### src/design/pfs_pkg.sv
package pfs_pkg;

  localparam logic [1:0] OP_VBUS    = 2'd0;
  localparam logic [1:0] OP_PROTECT = 2'd1;
  localparam logic [1:0] OP_RECOVER = 2'd2;

  localparam logic [1:0] MODE_DISCHG = 2'd1;
  localparam logic [1:0] MODE_CHARGE = 2'd2;

  localparam int unsigned CfgIdxW = 3;
  localparam logic [CfgIdxW-1:0] REG_BUS_OV_MV    = 3'd0;
  localparam logic [CfgIdxW-1:0] REG_BAT_LOW_MV   = 3'd1;
  localparam logic [CfgIdxW-1:0] REG_BAT_LOW_TCK  = 3'd2;
  localparam logic [CfgIdxW-1:0] REG_BUS_UV_MV    = 3'd3;
  localparam logic [CfgIdxW-1:0] REG_BUS_UV_TCK   = 3'd4;
  localparam logic [CfgIdxW-1:0] REG_BAT_RECOV_MV = 3'd5;

  localparam logic [15:0] RST_BUS_OV_MV    = 16'd20000;
  localparam logic [15:0] RST_BAT_LOW_MV   = 16'd3000;
  localparam logic [3:0]  RST_BAT_LOW_TCK  = 4'd10;
  localparam logic [15:0] RST_BUS_UV_MV    = 16'd4400;
  localparam logic [2:0]  RST_BUS_UV_TCK   = 3'd5;
  localparam logic [15:0] RST_BAT_RECOV_MV = 16'd3300;

  localparam logic [10:0] BIT_OVP     = 11'h010;
  localparam logic [10:0] BIT_DEAD    = 11'h100;
  localparam logic [10:0] BIT_UV      = 11'h200;
  localparam logic [10:0] BIT_THERMAL = 11'h400;
  localparam logic [10:0] LOCK_MASK   = 11'h7D5;

  typedef struct packed {
    logic [15:0] bus_ov_mv;
    logic [15:0] bat_low_mv;
    logic [3:0]  bat_low_ticks;
    logic [15:0] bus_uv_mv;
    logic [2:0]  bus_uv_ticks;
    logic [15:0] bat_recover_mv;
  } pfs_cfg_t;

  typedef struct packed {
    logic [3:0]  low_battery_count;
    logic [2:0]  undervoltage_count;
    logic        undervoltage_flag;
    logic        lock_held;
    logic        dead_mark;
    logic        dead_sticky;
    logic [10:0] last_status;
  } pfs_state_t;

  typedef struct packed {
    logic [1:0]  op;
    logic [15:0] bus_mv;
    logic [15:0] battery_mv;
    logic [7:0]  chip_faults;
    logic        thermal_lock;
    logic [1:0]  work_mode;
    logic        sink_attached;
    logic        chip_dead_battery;
  } pfs_item_t;

  typedef struct packed {
    logic [10:0] status_word;
    logic        locked;
    logic        lock_action;
    logic        unlock_action;
    logic        dead_battery;
    logic        battery_dead_latched;
    logic        restart_charge;
    logic        undervoltage_pending;
  } pfs_result_t;

endpackage

### src/design/pfs_core.sv
module pfs_core (
  input  pfs_pkg::pfs_cfg_t    cfg,
  input  pfs_pkg::pfs_state_t  st,
  input  pfs_pkg::pfs_item_t   item,
  output pfs_pkg::pfs_state_t  st_nxt,
  output pfs_pkg::pfs_result_t res
);
  import pfs_pkg::*;

  logic [10:0] status;
  logic [3:0]  lb_inc;
  logic [2:0]  uv_inc;
  logic        lock_act;
  logic        unlock_act;
  logic        restart;

  assign lb_inc = st.low_battery_count + 4'd1;
  assign uv_inc = st.undervoltage_count + 3'd1;

  always_comb begin
    st_nxt     = st;
    status     = {3'b000, item.chip_faults};
    lock_act   = 1'b0;
    unlock_act = 1'b0;
    restart    = 1'b0;
    unique case (item.op)
      OP_VBUS: begin
        if (item.work_mode == MODE_DISCHG && item.sink_attached) begin
          if (item.bus_mv < cfg.bus_uv_mv) begin
            st_nxt.undervoltage_count = uv_inc;
            if (uv_inc >= cfg.bus_uv_ticks) begin
              st_nxt.undervoltage_count = 3'd0;
              st_nxt.undervoltage_flag  = 1'b1;
            end
          end else begin
            st_nxt.undervoltage_count = 3'd0;
          end
        end else begin
          st_nxt.undervoltage_count = 3'd0;
          st_nxt.undervoltage_flag  = 1'b0;
        end
      end
      OP_PROTECT: begin
        if (item.bus_mv > cfg.bus_ov_mv) begin
          status = status | BIT_OVP;
        end
        if (item.thermal_lock) begin
          status = status | BIT_THERMAL;
        end
        if (item.battery_mv < cfg.bat_low_mv) begin
          st_nxt.low_battery_count = lb_inc;
          if (lb_inc >= cfg.bat_low_ticks) begin
            if (item.work_mode != MODE_CHARGE) begin
              st_nxt.dead_sticky = 1'b1;
              status = status | BIT_DEAD;
            end else if (!st.dead_mark) begin
              restart = 1'b1;
            end
            st_nxt.dead_mark         = 1'b1;
            st_nxt.low_battery_count = 4'd0;
          end
        end else begin
          st_nxt.low_battery_count = 4'd0;
        end
        if (st.undervoltage_flag) begin
          st_nxt.undervoltage_flag = 1'b0;
          status = status | BIT_UV;
        end
        if (status != 11'd0) begin
          if ((status & LOCK_MASK) != 11'd0) begin
            lock_act         = 1'b1;
            st_nxt.lock_held = 1'b1;
          end
        end else if (st.lock_held) begin
          st_nxt.lock_held = 1'b0;
          unlock_act       = 1'b1;
        end
        st_nxt.last_status = status;
      end
      OP_RECOVER: begin
        if (item.battery_mv > cfg.bat_recover_mv && !item.chip_dead_battery
            && st.dead_mark) begin
          st_nxt.dead_mark = 1'b0;
          restart          = 1'b1;
        end
      end
      default: begin
      end
    endcase
  end

  always_comb begin
    res.status_word          = st_nxt.last_status;
    res.locked               = st_nxt.lock_held;
    res.lock_action          = lock_act;
    res.unlock_action        = unlock_act;
    res.dead_battery         = st_nxt.dead_mark;
    res.battery_dead_latched = st_nxt.dead_sticky;
    res.restart_charge       = restart;
    res.undervoltage_pending = st_nxt.undervoltage_flag;
  end

endmodule

### src/design/power_fault_supervisor_unit.sv
// Fault supervisor for a buck-boost power path. Each transfer on the input
// channel is one tick (vbus sample, protection, battery recovery or no-op)
// and yields exactly one result transfer. A tick is captured in an input
// register; its result is computed combinationally from that register and
// the supervisor state and written into a two-entry output queue once the
// queue has room, so one tick is accepted every cycle while the output side
// keeps up. The input stalls only when the output queue is full. Configuration
// registers are always ready and should be written only while the unit is idle.
module power_fault_supervisor_unit (
  input  logic                           clk,
  input  logic                           rst_n,
  input  logic                           in_valid,
  output logic                           in_stall,
  input  logic [1:0]                     in_op,
  input  logic [15:0]                    in_bus_mv,
  input  logic [15:0]                    in_battery_mv,
  input  logic [7:0]                     in_chip_faults,
  input  logic                           in_thermal_lock,
  input  logic [1:0]                     in_work_mode,
  input  logic                           in_sink_attached,
  input  logic                           in_chip_dead_battery,
  output logic                           out_valid,
  input  logic                           out_stall,
  output logic [10:0]                    out_status_word,
  output logic                           out_locked,
  output logic                           out_lock_action,
  output logic                           out_unlock_action,
  output logic                           out_dead_battery,
  output logic                           out_battery_dead_latched,
  output logic                           out_restart_charge,
  output logic                           out_undervoltage_pending,
  input  logic                           cfg_valid,
  output logic                           cfg_ready,
  input  logic [pfs_pkg::CfgIdxW-1:0]    cfg_index,
  input  logic [15:0]                    cfg_data
);
  import pfs_pkg::*;

  pfs_cfg_t    cfg_r;
  pfs_state_t  st_r;
  pfs_state_t  st_nxt;
  pfs_item_t   item_r;
  pfs_result_t res;
  logic        s1_valid_r;
  logic        in_xfer;
  logic        out_xfer;
  logic        adv;
  logic        q_full;
  pfs_result_t q_mem_r [2];
  logic        q_wr_r;
  logic        q_rd_r;
  logic [1:0]  q_cnt_r;
  logic [1:0]  q_cnt_nxt;

  assign cfg_ready = 1'b1;
  assign q_full    = (q_cnt_r == 2'd2);
  assign adv       = s1_valid_r && !q_full;
  assign in_stall  = s1_valid_r && q_full;
  assign in_xfer   = in_valid && !in_stall;
  assign out_valid = (q_cnt_r != 2'd0);
  assign out_xfer  = out_valid && !out_stall;

  always_comb begin
    q_cnt_nxt = q_cnt_r;
    if (adv && !out_xfer) begin
      q_cnt_nxt = q_cnt_r + 2'd1;
    end else if (!adv && out_xfer) begin
      q_cnt_nxt = q_cnt_r - 2'd1;
    end
  end

  pfs_core u_core (
    .cfg    (cfg_r),
    .st     (st_r),
    .item   (item_r),
    .st_nxt (st_nxt),
    .res    (res)
  );

  always_ff @(posedge clk) begin
    if (!rst_n) begin
      cfg_r.bus_ov_mv      <= RST_BUS_OV_MV;
      cfg_r.bat_low_mv     <= RST_BAT_LOW_MV;
      cfg_r.bat_low_ticks  <= RST_BAT_LOW_TCK;
      cfg_r.bus_uv_mv      <= RST_BUS_UV_MV;
      cfg_r.bus_uv_ticks   <= RST_BUS_UV_TCK;
      cfg_r.bat_recover_mv <= RST_BAT_RECOV_MV;
    end else if (cfg_valid && cfg_ready) begin
      unique case (cfg_index)
        REG_BUS_OV_MV:    cfg_r.bus_ov_mv      <= cfg_data;
        REG_BAT_LOW_MV:   cfg_r.bat_low_mv     <= cfg_data;
        REG_BAT_LOW_TCK:  cfg_r.bat_low_ticks  <= cfg_data[3:0];
        REG_BUS_UV_MV:    cfg_r.bus_uv_mv      <= cfg_data;
        REG_BUS_UV_TCK:   cfg_r.bus_uv_ticks   <= cfg_data[2:0];
        REG_BAT_RECOV_MV: cfg_r.bat_recover_mv <= cfg_data;
        default: begin
        end
      endcase
    end
  end

  always_ff @(posedge clk) begin
    if (!rst_n) begin
      st_r       <= '0;
      s1_valid_r <= 1'b0;
      q_wr_r     <= 1'b0;
      q_rd_r     <= 1'b0;
      q_cnt_r    <= 2'd0;
    end else begin
      if (adv) begin
        st_r   <= st_nxt;
        q_wr_r <= ~q_wr_r;
      end
      if (out_xfer) begin
        q_rd_r <= ~q_rd_r;
      end
      if (in_xfer) begin
        s1_valid_r <= 1'b1;
      end else if (adv) begin
        s1_valid_r <= 1'b0;
      end
      q_cnt_r <= q_cnt_nxt;
    end
  end

  always_ff @(posedge clk) begin
    if (in_xfer) begin
      item_r.op                <= in_op;
      item_r.bus_mv            <= in_bus_mv;
      item_r.battery_mv        <= in_battery_mv;
      item_r.chip_faults       <= in_chip_faults;
      item_r.thermal_lock      <= in_thermal_lock;
      item_r.work_mode         <= in_work_mode;
      item_r.sink_attached     <= in_sink_attached;
      item_r.chip_dead_battery <= in_chip_dead_battery;
    end
    if (adv) begin
      q_mem_r[q_wr_r] <= res;
    end
  end

  pfs_result_t q_head;
  assign q_head = q_mem_r[q_rd_r];

  assign out_status_word          = q_head.status_word;
  assign out_locked               = q_head.locked;
  assign out_lock_action          = q_head.lock_action;
  assign out_unlock_action        = q_head.unlock_action;
  assign out_dead_battery         = q_head.dead_battery;
  assign out_battery_dead_latched = q_head.battery_dead_latched;
  assign out_restart_charge       = q_head.restart_charge;
  assign out_undervoltage_pending = q_head.undervoltage_pending;

endmodule

### config.mk
export PLATFORM = sky130hd
export DESIGN_NAME = power_fault_supervisor_unit
export DESIGN_NICKNAME = d
export VERILOG_FILES = /design/src/design/pfs_pkg.sv /design/src/design/pfs_core.sv /design/src/design/power_fault_supervisor_unit.sv
export SDC_FILE = /design/constraint.sdc
export NUM_CORES = 1
export LEC_CHECK = 0
export ABC_CLOCK_PERIOD_IN_PS = 4000
export BUFFER_PORTS_ARGS = -buffer_cell sky130_fd_sc_hd__buf_4
export CORE_MARGIN = 3
export CORE_UTILIZATION = 41
export DETAILED_ROUTE_END_ITERATION = 6
export GPL_ROUTABILITY_DRIVEN = 1
export PLACE_DENSITY_LB_ADDON = 0.2
export SLEW_MARGIN = 10
export SYNTH_ARGS = -nofsm -noshare
export SYNTH_HDL_FRONTEND = slang
export SYNTH_SLANG_ARGS = --single-unit
### constraint.sdc
create_clock -name clk -period 4 [get_ports clk]
set_input_delay 0.6 -clock clk [delete_from_list [all_inputs] [get_ports clk]]
set_output_delay 0.6 -clock clk [all_outputs]
set_load 0.05 [all_outputs]
==> flow_metrics.py <==
metrics = {
    "outcome": {
        "run_status": "finished, final reports clean",
    },
    "timing": {
        "slew_viol_final": 0,
        "fmax_ghz": 0.3889,
        "layout_setup_ws_ps": 1429,
        "min_period_over_period_pct": 64.28,
        "hold_violations": 0,
        "rsz0062_at_grt": "false",
        "min_period_ps": 2571,
        "setup_violations": 0,
        "fin_worst_skew_ps": 16.45,
        "tightest_slew_ps": 984.2,
        "slew_headroom_pct": 34.25,
        "final.setup.tns_ps": 0,
        "whs_ps": 332.5,
    },
    "route": {
        "first_pass_iters": 5,
        "totalWireLength_um": 18590,
        "via_count": 5922,
        "drc": 0,
        "ant_nets": 0,
        "drtIter0Drc": 342,
        "via_per_inst": 5.036,
        "post_drt_wl_per_cell_um": 15.81,
    },
    "die": {
        "die_w_um": 148.9,
        "ios": 92,
        "num_rows": 51,
        "die_area_um2": 22180,
        "die_h_um": 148.9,
        "placeableCoreArea_um2": 19780,
        "initial_core_util_pct": 42.35,
    },
    "logic_synthesis": {
        "synth.distinct_cells": 58,
        "syn_area_per_cell_um2": 10.34,
        "async_flop_share_pct": 0,
        "ys_seq_elements": 182,
        "ys_warn_count": 0,
        "synth_edf_count": 83,
        "synth_flop_cell": "dfxtp_1",
        "syn_area_um2": 8377,
        "syn_nets": 956,
        "ys_seq_area_share_pct": 53.41,
        "synthCells": 810,
    },
    "grt": {
        "grt_max_degree": 37,
        "gr-total-overflow": 0,
        "grt_pass1_vias": 5761,
        "antenna_found_initial": 0,
        "grt_first_pass_wirelength_um": 30100,
        "grt_usage_pct": 17.36,
    },
    "place": {
        "dpl_cell_area_um2": 9343,
        "pre_cts_ws_ps": 1458,
        "place_congestion": 0.8158,
        "dp_hpwl_um": 13440,
        "io_buffers": 90,
    },
    "clock_tree": {
        "clock_path_buffers": 2,
        "cts.sinks": 182,
        "clk_pin_slew_ps": 80,
        "cts_max_level": 4,
        "clockRootBuffer": "clkbuf_16",
        "insertion_delay_ps": 440,
        "post-cts-setup-buffer-count": 0,
        "cts_resized": 0,
        "cts_buffers": 17,
        "postCtsHoldBufs": 0,
        "cts_tree": "yes",
    },
    "layout": {
        "seqCellArea_um2": 4474,
        "fin_util_pct": 50.39,
        "fillers": 1865,
        "final_nets": 1044,
        "fin_area_um2": 9967,
        "multi_input_area_um2": 3512,
        "area_growth_pct": 18.98,
        "drive_above_1_share_pct": 18.99,
        "antenna_cells": 0,
    },
    "worst_setup_path": {
        "startpoint_type": "flip-flop",
        "end_kind": "flip-flop",
        "path_max_fanout": 5,
        "worst_ep_arrival_time_ps": 2730,
        "critPathKind": "reg2reg",
        "critPathRequiredTime_ps": 4160,
    },
    "pwr": {
        "powerDensity_nw_per_um2": 475.2,
        "p_leak_nw": 3.959,
        "ir_drop_mv": 0.3019,
    },
    "flow_run": {
        "drv_cap": 0,
    },
    "worst_hold_path": {
        "hold_class": "in2reg",
    },
}
[per-stage QoR]
step	std cells	total power, mW
finish	1176	4.736
global route	1176	4.957
CTS	1176	4.792
detailed placement	1144	3.092
global placement	1144	3.085
floorplan	810	2.794
[routing by layer]
metal | up-vias | GRT usage [%] | share of wire [%]
met5 | - | 0 | 0
met4 | 0 | 4.439 | 0.65
met3 | 11 | 3.859 | 4.9
met2 | 124 | 26.66 | 46
met1 | 2765 | 25.00 | 49
li1 | 3022 | - | -
[synth_stat cells (all sizes together) (2+ instances only)]
master / number / share of area [%]
xor2: 4 / 0.42
a31oi: 2 / 0.15
mux2i: 4 / 0.48
a2bb2oi: 2 / 0.21
o31ai: 2 / 0.24
nor2b: 9 / 0.67
and4: 2 / 0.24
nand4: 12 / 0.90
buf: 2 / 0.13
nand3: 14 / 0.84
a21boi: 2 / 0.18
dfxtp: 99 / 24
and3: 4 / 0.30
nand2b: 10 / 0.75
a21o: 5 / 0.46
xnor2: 2 / 0.21
edfxtp: 83 / 30
nand2: 153 / 6.9
a2111oi: 4 / 0.87
o21ai: 14 / 0.84
ha: 75 / 11
a211oi: 6 / 0.54
o211ai: 28 / 2.5
nor3: 10 / 0.60
o21bai: 3 / 0.27
a21oi: 74 / 4.5
or2: 2 / 0.15
mux2: 28 / 3.8
nor4: 3 / 0.22
o21a: 2 / 0.18
inv: 79 / 3.5
nor2: 25 / 1.1
or3: 2 / 0.15
a211o: 2 / 0.21
clkbuf: 26 / 1.2
[critical path, cell delays in order (launching register included)]
cell and delay, ps:
dfxtp_1 350, ha_1 330, ha_1 280, a2111oi_0 380
nor3_1 160, and3_1 200, a211oi_1 440, a211oi_1 160
[final timing paths]
kind,depth (start not counted),to,startpoint,slack [ps]
setup / recovery,7,q_mem_r[1][6],st_r[18],1430
hold reg to reg,2,cfg_r[13],cfg_r[13],460
setup reg to reg,7,q_mem_r[1][6],st_r[18],1430
hold / removal,1,item_r[10],in_chip_faults[5],330
[state kept, by name (all words and copies together), names as in the netlist, named ones only]
register    count
q_rd_r          1
item_r         47
s1_valid_r      1
st_r           22
q_wr_r          1
q_mem_r        36
cfg_r          71
q_cnt_r         2
[kinds of logic after synthesis]
| group | after synthesis | synth area share (%) |
|---|---|---|
| compound gates | 157 | 12.41 |
| simple gates | 250 | 13.22 |
| flops | 182 | 53.41 |
| other cells | 1 | 0.04477 |
| xor+xnor | 6 | 0.6273 |
| fa+ha+maj | 75 | 11.20 |
| mux | 32 | 4.242 |
| buf+inv | 107 | 4.839 |
[placed cells by master, fill, tap and decap left out, types with 14 or more instances in the layout]
cell	Yosys	layout
inv_1	78	77
a21oi_1	73	73
nand3_1	14	14
o21ai_0	14	14
buf_4	1	97
edfxtp_1	83	83
mux2_2	28	28
nand2_1	153	153
nor2_1	25	24
clkbuf_16	0	17
dfxtp_1	99	99
o211ai_1	28	28
ha_1	75	75
[power breakdown]
| group | total, mW | switching (mW) | internal, mW |
|---|---|---|---|
| clock | 1.69 | 0.835 | 0.858 |
| combinational | 0.883 | 0.554 | 0.329 |
| sequential | 2.16 | 0.0805 | 2.08 |
| total | 4.74 | 1.47 | 3.27 |
[area by class of cell]
type                    count  area share, %
inverters                  79          2.975
multi-input cells         521          35.24
well taps                 265          3.327
clock inverters            15          1.996
clock buffers              17          4.268
repair buffers             97          7.306
flip-flops and latches    182          44.89
Note: power is estimated with default switching activity, not from simulation.
